**src/hw/rtl/fmu_pkg.sv**
```systemverilog
package fmu_pkg;

  // Membership degree format: unsigned Q1.15, full scale 1.0 = 0x8000.
  localparam int DEG_W  = 16;
  localparam int QBITS  = 15;
  localparam logic [DEG_W-1:0] DEG_ONE  = 16'h8000;
  localparam logic [DEG_W-1:0] DEG_ZERO = 16'h0000;

  // Configuration register map
  localparam int CFG_IDX_W = 3;
  localparam logic [CFG_IDX_W-1:0] REG_SHAPE   = 3'd0;
  localparam logic [CFG_IDX_W-1:0] REG_BREAK_A = 3'd1;
  localparam logic [CFG_IDX_W-1:0] REG_BREAK_B = 3'd2;
  localparam logic [CFG_IDX_W-1:0] REG_BREAK_C = 3'd3;
  localparam logic [CFG_IDX_W-1:0] REG_BREAK_D = 3'd4;

  // Shape codes
  localparam int SHAPE_W = 2;
  typedef enum logic [SHAPE_W-1:0] {
    SHAPE_LEFT      = 2'd0,
    SHAPE_RIGHT     = 2'd1,
    SHAPE_TRIANGLE  = 2'd2,
    SHAPE_TRAPEZOID = 2'd3
  } shape_t;

  localparam int DEF_DATA_WIDTH = 16;
  localparam int RST_BREAK_A = 0;
  localparam int RST_BREAK_B = 256;
  localparam int RST_BREAK_C = 512;
  localparam int RST_BREAK_D = 768;

  // Per-transaction control that rides alongside the divider data
  typedef struct packed {
    logic valid;
    logic is_const;   // degree is a flat 0 or 1.0, divider result ignored
    logic const_one;  // flat value is 1.0
  } fmu_ctl_t;

endpackage

```
**src/hw/rtl/fuzzy_membership_unit.sv**
```systemverilog
// Channel   Ports                                  Handshake
// ------    -------------------------------------  ---------------------------------
// input     start, busy, in_sample                 taken when start && !busy
// result    out_valid, out_degree                  one-cycle strobe, no back-pressure
// config    cfg_valid, cfg_ready, cfg_index,       written when cfg_valid && cfg_ready
//           cfg_data
//
// Throughput is one sample per clock once out of reset. The pipeline is one
// classify/subtract stage, one divider cell per quotient bit (15) and one
// output register.
// Reset is synchronous, active low; busy and cfg_ready stay high/low through
// reset and are released by a register in the cycle after it. The result
// side cannot stall, so busy is never raised in normal operation.
module fuzzy_membership_unit import fmu_pkg::*; #(
  parameter int DATA_WIDTH = DEF_DATA_WIDTH
) (
  input  logic                         clk,
  input  logic                         rst_n,
  // input transaction
  input  logic                         start,
  output logic                         busy,
  input  logic signed [DATA_WIDTH-1:0] in_sample,
  // result transaction
  output logic                         out_valid,
  output logic        [DEG_W-1:0]      out_degree,
  // configuration writes
  input  logic                         cfg_valid,
  output logic                         cfg_ready,
  input  logic        [CFG_IDX_W-1:0]  cfg_index,
  input  logic        [DATA_WIDTH-1:0] cfg_data
);

  localparam int LAT = QBITS + 2;

  // Held in reset -> not ready for anything
  logic ready_r;

  always_ff @(posedge clk) begin
    if (!rst_n) begin
      ready_r <= 1'b0;
    end else begin
      ready_r <= 1'b1;
    end
  end

  assign busy      = !ready_r;
  assign cfg_ready = ready_r;

  // Configuration registers
  shape_t                       shape_r;
  logic signed [DATA_WIDTH-1:0] brk_a_r, brk_b_r, brk_c_r, brk_d_r;
  logic                         cfg_wr;

  assign cfg_wr = cfg_valid && cfg_ready;

  always_ff @(posedge clk) begin
    if (!rst_n) begin
      shape_r <= SHAPE_TRAPEZOID;
      brk_a_r <= DATA_WIDTH'(RST_BREAK_A);
      brk_b_r <= DATA_WIDTH'(RST_BREAK_B);
      brk_c_r <= DATA_WIDTH'(RST_BREAK_C);
      brk_d_r <= DATA_WIDTH'(RST_BREAK_D);
    end else if (cfg_wr) begin
      case (cfg_index)
        REG_SHAPE:   shape_r <= shape_t'(cfg_data[SHAPE_W-1:0]);
        REG_BREAK_A: brk_a_r <= cfg_data;
        REG_BREAK_B: brk_b_r <= cfg_data;
        REG_BREAK_C: brk_c_r <= cfg_data;
        REG_BREAK_D: brk_d_r <= cfg_data;
        default: ;  // unmapped index: dropped
      endcase
    end
  end

  // Classify the sample, pick ramp numerator/denominator
  fmu_ctl_t              ctl_s [QBITS+1];
  logic [DATA_WIDTH-1:0] rem_s [QBITS+1];
  logic [DATA_WIDTH-1:0] den_s [QBITS+1];
  logic [QBITS-1:0]      quo_s [QBITS+1];

  fmu_front #(
    .DATA_WIDTH(DATA_WIDTH)
  ) u_front (
    .clk      (clk),
    .rst_n    (rst_n),
    .in_valid (start && !busy),
    .shape    (shape_r),
    .brk_a    (brk_a_r),
    .brk_b    (brk_b_r),
    .brk_c    (brk_c_r),
    .brk_d    (brk_d_r),
    .sample   (in_sample),
    .ctl_o    (ctl_s[0]),
    .num_o    (rem_s[0]),
    .den_o    (den_s[0])
  );

  assign quo_s[0] = '0;

  // Divider chain: each cell resolves one quotient bit of num*2^15/den, MSB first
  for (genvar i = 0; i < QBITS; i++) begin : g_cell
    fmu_cell #(
      .DATA_WIDTH(DATA_WIDTH)
    ) u_cell (
      .clk   (clk),
      .rst_n (rst_n),
      .ctl_i (ctl_s[i]),
      .rem_i (rem_s[i]),
      .den_i (den_s[i]),
      .quo_i (quo_s[i]),
      .ctl_o (ctl_s[i+1]),
      .rem_o (rem_s[i+1]),
      .den_o (den_s[i+1]),
      .quo_o (quo_s[i+1])
    );
  end

  // Output register: flat value or the ramp quotient
  fmu_ctl_t         ctl_last;
  logic             out_valid_r;
  logic [DEG_W-1:0] out_degree_r, degree_nxt;

  assign ctl_last = ctl_s[QBITS];

  always_comb begin
    if (ctl_last.is_const) begin
      degree_nxt = ctl_last.const_one ? DEG_ONE : DEG_ZERO;
    end else begin
      degree_nxt = {{(DEG_W-QBITS){1'b0}}, quo_s[QBITS]};
    end
  end

  always_ff @(posedge clk) begin
    if (!rst_n) begin
      out_valid_r <= 1'b0;
    end else begin
      out_valid_r <= ctl_last.valid;
    end
  end

  always_ff @(posedge clk) begin
    out_degree_r <= degree_nxt;
  end

  assign out_valid  = out_valid_r;
  assign out_degree = out_degree_r;

`ifndef SYNTHESIS
  // Every accepted sample shows up as a result once through the pipeline
  a_lat_fwd: assert property (@(posedge clk) disable iff (!rst_n)
    (start && !busy) |-> ##LAT out_valid)
    else $error("accepted sample produced no result");

  // No result without a matching accepted sample
  a_lat_bwd: assert property (@(posedge clk) disable iff (!rst_n)
    out_valid |-> $past(start && !busy, LAT))
    else $error("result without accepted sample");

  // Degree never exceeds 1.0
  a_range: assert property (@(posedge clk) disable iff (!rst_n)
    out_valid |-> (out_degree <= DEG_ONE))
    else $error("degree above full scale");
`endif

endmodule

```
**src/hw/rtl/fmu_front.sv**
```systemverilog
module fmu_front import fmu_pkg::*; #(
  parameter int DATA_WIDTH = DEF_DATA_WIDTH
) (
  input  logic                         clk,
  input  logic                         rst_n,
  input  logic                         in_valid,
  input  shape_t                       shape,
  input  logic signed [DATA_WIDTH-1:0] brk_a,
  input  logic signed [DATA_WIDTH-1:0] brk_b,
  input  logic signed [DATA_WIDTH-1:0] brk_c,
  input  logic signed [DATA_WIDTH-1:0] brk_d,
  input  logic signed [DATA_WIDTH-1:0] sample,
  output fmu_ctl_t                     ctl_o,
  output logic        [DATA_WIDTH-1:0] num_o,
  output logic        [DATA_WIDTH-1:0] den_o
);

  logic signed [DATA_WIDTH:0] x_e, a_e, b_e, c_e, d_e;
  logic signed [DATA_WIDTH:0] xa, bx, ba, cx, cb, dx, dc;
  logic signed [DATA_WIDTH:0] num_sel, den_sel;
  logic                       is_const, const_one;

  fmu_ctl_t              ctl_r, ctl_nxt;
  logic [DATA_WIDTH-1:0] num_r, den_r;

  assign x_e = $signed({sample[DATA_WIDTH-1], sample});
  assign a_e = $signed({brk_a[DATA_WIDTH-1], brk_a});
  assign b_e = $signed({brk_b[DATA_WIDTH-1], brk_b});
  assign c_e = $signed({brk_c[DATA_WIDTH-1], brk_c});
  assign d_e = $signed({brk_d[DATA_WIDTH-1], brk_d});

  assign xa = x_e - a_e;
  assign bx = b_e - x_e;
  assign ba = b_e - a_e;
  assign cx = c_e - x_e;
  assign cb = c_e - b_e;
  assign dx = d_e - x_e;
  assign dc = d_e - c_e;

  // Rule selection; on any ramp the sample lies strictly inside the span,
  // so 0 < num < den < 2**DATA_WIDTH.
  always_comb begin
    is_const  = 1'b0;
    const_one = 1'b0;
    num_sel   = xa;
    den_sel   = ba;
    case (shape)
      SHAPE_LEFT: begin
        if (sample <= brk_a) begin
          is_const  = 1'b1;
          const_one = 1'b1;
        end else if (sample >= brk_b) begin
          is_const = 1'b1;
        end else begin
          num_sel = bx;
        end
      end
      SHAPE_RIGHT: begin
        if (sample <= brk_a) begin
          is_const = 1'b1;
        end else if (sample >= brk_b) begin
          is_const  = 1'b1;
          const_one = 1'b1;
        end
      end
      SHAPE_TRIANGLE: begin
        if (sample <= brk_a || sample >= brk_c) begin
          is_const = 1'b1;
        end else if (sample == brk_b) begin
          is_const  = 1'b1;
          const_one = 1'b1;
        end else if (sample > brk_b) begin
          num_sel = cx;
          den_sel = cb;
        end
      end
      default: begin
        if (sample <= brk_a || sample >= brk_d) begin
          is_const = 1'b1;
        end else if (sample >= brk_b && sample <= brk_c) begin
          is_const  = 1'b1;
          const_one = 1'b1;
        end else if (sample >= brk_b) begin
          num_sel = dx;
          den_sel = dc;
        end
      end
    endcase
  end

  always_comb begin
    ctl_nxt.valid     = in_valid;
    ctl_nxt.is_const  = is_const;
    ctl_nxt.const_one = const_one;
  end

  always_ff @(posedge clk) begin
    if (!rst_n) begin
      ctl_r <= '0;
    end else begin
      ctl_r <= ctl_nxt;
    end
  end

  always_ff @(posedge clk) begin
    num_r <= num_sel[DATA_WIDTH-1:0];
    den_r <= den_sel[DATA_WIDTH-1:0];
  end

  assign ctl_o = ctl_r;
  assign num_o = num_r;
  assign den_o = den_r;

endmodule

```
**src/hw/rtl/fmu_cell.sv**
```systemverilog
module fmu_cell import fmu_pkg::*; #(
  parameter int DATA_WIDTH = DEF_DATA_WIDTH
) (
  input  logic                  clk,
  input  logic                  rst_n,
  input  fmu_ctl_t              ctl_i,
  input  logic [DATA_WIDTH-1:0] rem_i,
  input  logic [DATA_WIDTH-1:0] den_i,
  input  logic [QBITS-1:0]      quo_i,
  output fmu_ctl_t              ctl_o,
  output logic [DATA_WIDTH-1:0] rem_o,
  output logic [DATA_WIDTH-1:0] den_o,
  output logic [QBITS-1:0]      quo_o
);

  // One restoring-division step: rem < den holds on entry and exit.
  logic [DATA_WIDTH:0]   rem2, diff;
  logic                  ge;
  fmu_ctl_t              ctl_r;
  logic [DATA_WIDTH-1:0] rem_r, rem_nxt, den_r;
  logic [QBITS-1:0]      quo_r, quo_nxt;

  assign rem2    = {rem_i, 1'b0};
  assign ge      = rem2 >= {1'b0, den_i};
  assign diff    = rem2 - {1'b0, den_i};
  assign rem_nxt = ge ? diff[DATA_WIDTH-1:0] : rem2[DATA_WIDTH-1:0];
  assign quo_nxt = {quo_i[QBITS-2:0], ge};

  always_ff @(posedge clk) begin
    if (!rst_n) begin
      ctl_r <= '0;
    end else begin
      ctl_r <= ctl_i;
    end
  end

  always_ff @(posedge clk) begin
    rem_r <= rem_nxt;
    den_r <= den_i;
    quo_r <= quo_nxt;
  end

  assign ctl_o = ctl_r;
  assign rem_o = rem_r;
  assign den_o = den_r;
  assign quo_o = quo_r;

endmodule

```
**config.mk**
```make
export PLATFORM = sky130hd
export DESIGN_NAME = fuzzy_membership_unit
export DESIGN_NICKNAME = d
export VERILOG_FILES = /design/src/hw/rtl/fmu_pkg.sv /design/src/hw/rtl/fuzzy_membership_unit.sv /design/src/hw/rtl/fmu_front.sv /design/src/hw/rtl/fmu_cell.sv
export SDC_FILE = /design/constraint.sdc
export NUM_CORES = 2
export LEC_CHECK = 0
export BUFFER_PORTS_ARGS = -buffer_cell sky130_fd_sc_hd__buf_4
export CORE_MARGIN = 2
export CORE_UTILIZATION = 49
export DETAILED_ROUTE_END_ITERATION = 10
export GPL_TIMING_DRIVEN = 0
export PLACE_DENSITY_LB_ADDON = 0.3
export SKIP_LAST_GASP = 1
export SYNTH_ARGS = -nofsm -noshare
export SYNTH_HDL_FRONTEND = slang
export SYNTH_SLANG_ARGS = --single-unit
```
**constraint.sdc**
```tcl
create_clock -name clk -period 3.45 [get_ports clk]
set_input_delay 0.1725 -clock clk [delete_from_list [all_inputs] [get_ports clk]]
set_output_delay 0.1725 -clock clk [all_outputs]
set_load 0.01 [all_outputs]
```
==> results by group <==
Run status
  – Outcome: finished, final reports clean

Finish
  – Net count, final: roughly 4400
  – Final instance area: 0.0407 mm²
  – Number of fill cells: 6503
  – Non-filler cells, final: between 5000 and 6000
  – Layout area overhead: 13.9%
  – Layout cells sized above 1: about 11%
  – Finished Core Util: a little under three fifths

Synth
  – Area of the mapped netlist: between 0.03 and 0.04 mm²
  – Syn_area_per_cell: 9.31 µm²
  – Fraction of registers with async set/reset: 0%
  – Yosys warns: 0
  – Dominant synthesized flop cell: dfxtp_1
  – Main combinational cell family by area after synthesis: compound AO/OA/AOI/OAI gates
  – Synth top area share: just over 40%
  – Mux contribution to synthesized area: under 10%
  – EDFF count, synth: 0
  – Largest area contributor in the synthesized netlist: dfxtp_1
  – Library cells used by synthesis: between 80 and 90
  – Synthesized netlist cell count: approximately 3800
  – Top cells by area, synth: dfxtp_1 41%, ha_1 12%, inv_1 4.1%
  – Seq/Total Area, Yosys: 41.0%
  – Xor/xnor cell area share of the yosys netlist: 5.71%
  – Synth Area in Compound Gates: 16.3%
  – Post-synth net total: ~4300
  – Simple-Gate Fraction of Synth Area: 13.7%
  – Fraction of the mapped netlist area in adder cells: a little over an eighth
  – #FFs+latches synth: 732

Power and ir drop
  – Power Density: just over 900 mW/mm²
  – Clock Power Share: approximately 22%
  – Sw Pwr: between 0.01 and 0.015 W
  – Leak: 17.0 nW
  – Combinational power share: between 40% and 50%
  – Peak supply drop: approximately 0.59 mV
  – Cell-internal power: 0.0243 W
  – Seq pwr share: 31.8%
  – Switch share: between 30 and 40%

Detailed routing
  – Post-route DRC: 0
  – Vias per inst: ~5.4
  – WL per Instance: 16.9 µm
  – Initial DRC Count: around 2000
  – Routed WL: approximately 85 mm
  – First-pass DRT Iterations: 5
  – Via Count: approximately 27000
  – Post-DRT Antenna Nets: 0

Setup path
  – Crit Path Category: register to register
  – Critical path arrival: approximately 3.9 ns
  – Register-to-register setup slack: around 0.073 ns
  – CP startpoint: brk_a_r[0]
  – Critical Path RT: a little under 4 ns
  – Worst-path maximum fanout: 4
  – Worst r2r src: brk_a_r[0]
  – Critical Path Start Type: register
  – Critical Path Sink Type: register

Placed design
  – Routability-driven placement congestion ratio: a little under 1
  – Placed cell area: around 0.037 mm²
  – DP HPWL: about 66 mm
  – Placed cells: just under 5000
  – Port Buffers: 57

STA
  – Final Cycle Share: between 90% and 100%
  – Fin. Hold Viols: 0
  – Setup Total Neg Slack: 0 ns
  – Min Clock Period, post-route: roughly 3.4 ns
  – Achievable frequency: about 300 MHz
  – Max-slew violation count: 0
  – Slew HR: roughly 34%
  – Fin Clk Skew: ~0.035 ns
  – Unrepaired setup endpoints after global routing: true
  – Final setup fails: 0
  – Worst-margin pin slew: ~0.97 ns

GRT
  – Total track usage: 22.5%
  – Overflow after GRT: 0
  – Vias in the first global route: between 20000 and 30000
  – Largest net degree at the start of global routing: 15
  – Initial antenna violation count: 0
  – First-pass GRT wire length: 134 mm

Die
  – Initial core utilization: between 40 and 50%
  – Die Y: about 270 µm
  – Core ar.: a little over 0.07 mm²
  – Row count: between 90 and 100
  – IO Pins: 58
  – Die ar.: approximately 0.075 mm²
  – Die width: between 200 and 300 µm

Hold path
  – Hold crit path type: input pin to register
  – Min-Delay Startpoint: cfg_valid

CTS
  – CTS H-tree lvls: 3
  – CTS tree: yes
  – Total clock sinks: roughly 730
  – Deepest clock path buffer count: 3
  – Root Buffer: clkbuf_16
  – Worst-path clk slew: around 0.060 ns
  – TritonCTS Buffers: between 70 and 80
  – Worst-Skew Late Latency: around 0.64 ns

Job
  – Max-Cap Viols: 0
## layer usage
layer / GRT usage, % / part of all wire [%] / routed length [µm] / vias to the layer above
met4: 8.67 / 3.5 / 3000 / 0
met1: 30.3 / 46 / 39300 / 12600
li1: - / - / - / 13700
met3: 3.29 / 5.5 / 4650 / 150
met5: 0 / 0 / 0 / -
met2: 36.3 / 45 / 38100 / 615
## cells in the mapped netlist (all sizes together) (33+ instances only)
| library cell | n |
|---|---|
| dfxtp | 732 |
| inv | 395 |
| ha | 348 |
| nor2 | 279 |
| nand2 | 239 |
| a21oi | 235 |
| xnor2 | 147 |
| mux2 | 140 |
| o21ai | 134 |
| a21boi | 94 |
| nor3 | 92 |
| xor2 | 86 |
| a21o | 81 |
| nand3 | 76 |
| nor2b | 72 |
| and2 | 63 |
| o21a | 50 |
| a31oi | 47 |
| clkbuf | 44 |
| nand2b | 44 |
| and3 | 40 |
| nand4 | 33 |
## what timing repair did
item,in CTS,in global routing
endpoints found under the setup margin,29,157
hold buffers,22,0
setup buffers,3,16
pin swaps,2,13
endpoints found under the hold margin,69,0
resized for setup,41,46
## per-stage QoR
step	total power (W)	worst slack, ns	hold slack, ns
2_1_floorplan	0.0254	0.470	0.200
3_3_place_gp	0.0290	-0.891	0.310
3_5_place_dp	0.0292	-0.844	0.312
4_1_cts	0.0380	0.00447	0.0309
5_1_grt	0.0407	-0.00868	0.107
6_report	0.0379	0.0729	0.0622
## layout by cell type, fill, tap and decap left out, types with 47 or more instances in the layout
master,synthesis,routed
nand2_1,239,238
and2_1,63,63
dfxtp_1,732,729
nor2b_1,72,72
o21a_1,50,50
nor3_1,91,87
a21o_1,81,81
clkbuf_16,0,80
buf_4,1,76
inv_1,395,395
o21ai_0,128,121
nor2_1,278,269
a21boi_0,92,92
xor2_1,86,86
ha_1,348,348
clkbuf_1,44,49
mux2_2,129,129
a21oi_1,234,231
a31oi_1,47,47
xnor2_1,147,147
nand3_1,76,75
## power groups by stage
stage               logic (W)  registers [W]  clock network (W)
floorplan              0.0136         0.0118                  0
finish                 0.0174         0.0121            0.00848
detailed placement     0.0169         0.0123                  0
global placement       0.0167         0.0122                  0
CTS                    0.0171         0.0121            0.00871
global route           0.0193         0.0123            0.00907
## kinds of logic (layout without fill, tap and decap cells)
family,Yosys count,after routing
DFF,732,732
buffers and inverters,457,694
other,0,1
xor gates and xnor gates,233,233
AOI/OAI and AO/OA,876,876
adders and majority gates,369,369
and+or+nand+nor,1016,1016
muxes,160,160
## worst paths after layout
check,to,cells past startpoint
setup / recovery,u_front.num_o[1],13
setup reg to reg,u_front.num_o[1],13
hold reg to reg,g_cell[13].u_cell.quo_o[1],0
hold / removal,brk_d_r[3],5
## critical path, cell delays in order (launching register included)
cell and delay [ns]:
dfxtp_1 0.35, ha_1 0.23, fa_1 0.43, nand2b_1 0.22
a211oi_4 0.31, o31ai_1 0.14, a21oi_2 0.17, buf_4 0.16
o221ai_2 0.19, nor3_4 0.31, nor2_4 0.09, buf_4 0.15
a32o_1 0.25, a211oi_2 0.27
## state kept, by name, indices dropped and copies added (netlist names)
register,count
out_degree,16
g_cell.u_cell.den_o,224
brk_d_r,16
g_cell.u_cell.ctl_o,45
u_front.ctl_o,3
brk_b_r,16
g_cell.u_cell.rem_o,224
u_front.den_o,16
brk_c_r,16
out_valid,1
u_front.num_o,16
brk_a_r,16
shape_r,2
cfg_ready,1
g_cell.u_cell.quo_o,120
## cell type report
cell class / instances / area [µm²] / area share, %
sequential: 732 / 14700 / 36.0
multi-input combinational: 2654 / 19600 / 48.2
tap: 959 / 1200 / 2.95
clock buffer: 107 / 2240 / 5.51
inverter: 396 / 1490 / 3.65
buffer: 59 / 294 / 0.722
clock inverter: 34 / 402 / 0.986
antenna: 1 / 2.50 / 0.00614
timing repair buffer: 98 / 803 / 1.97
Note: power is estimated with default switching activity, not from simulation.
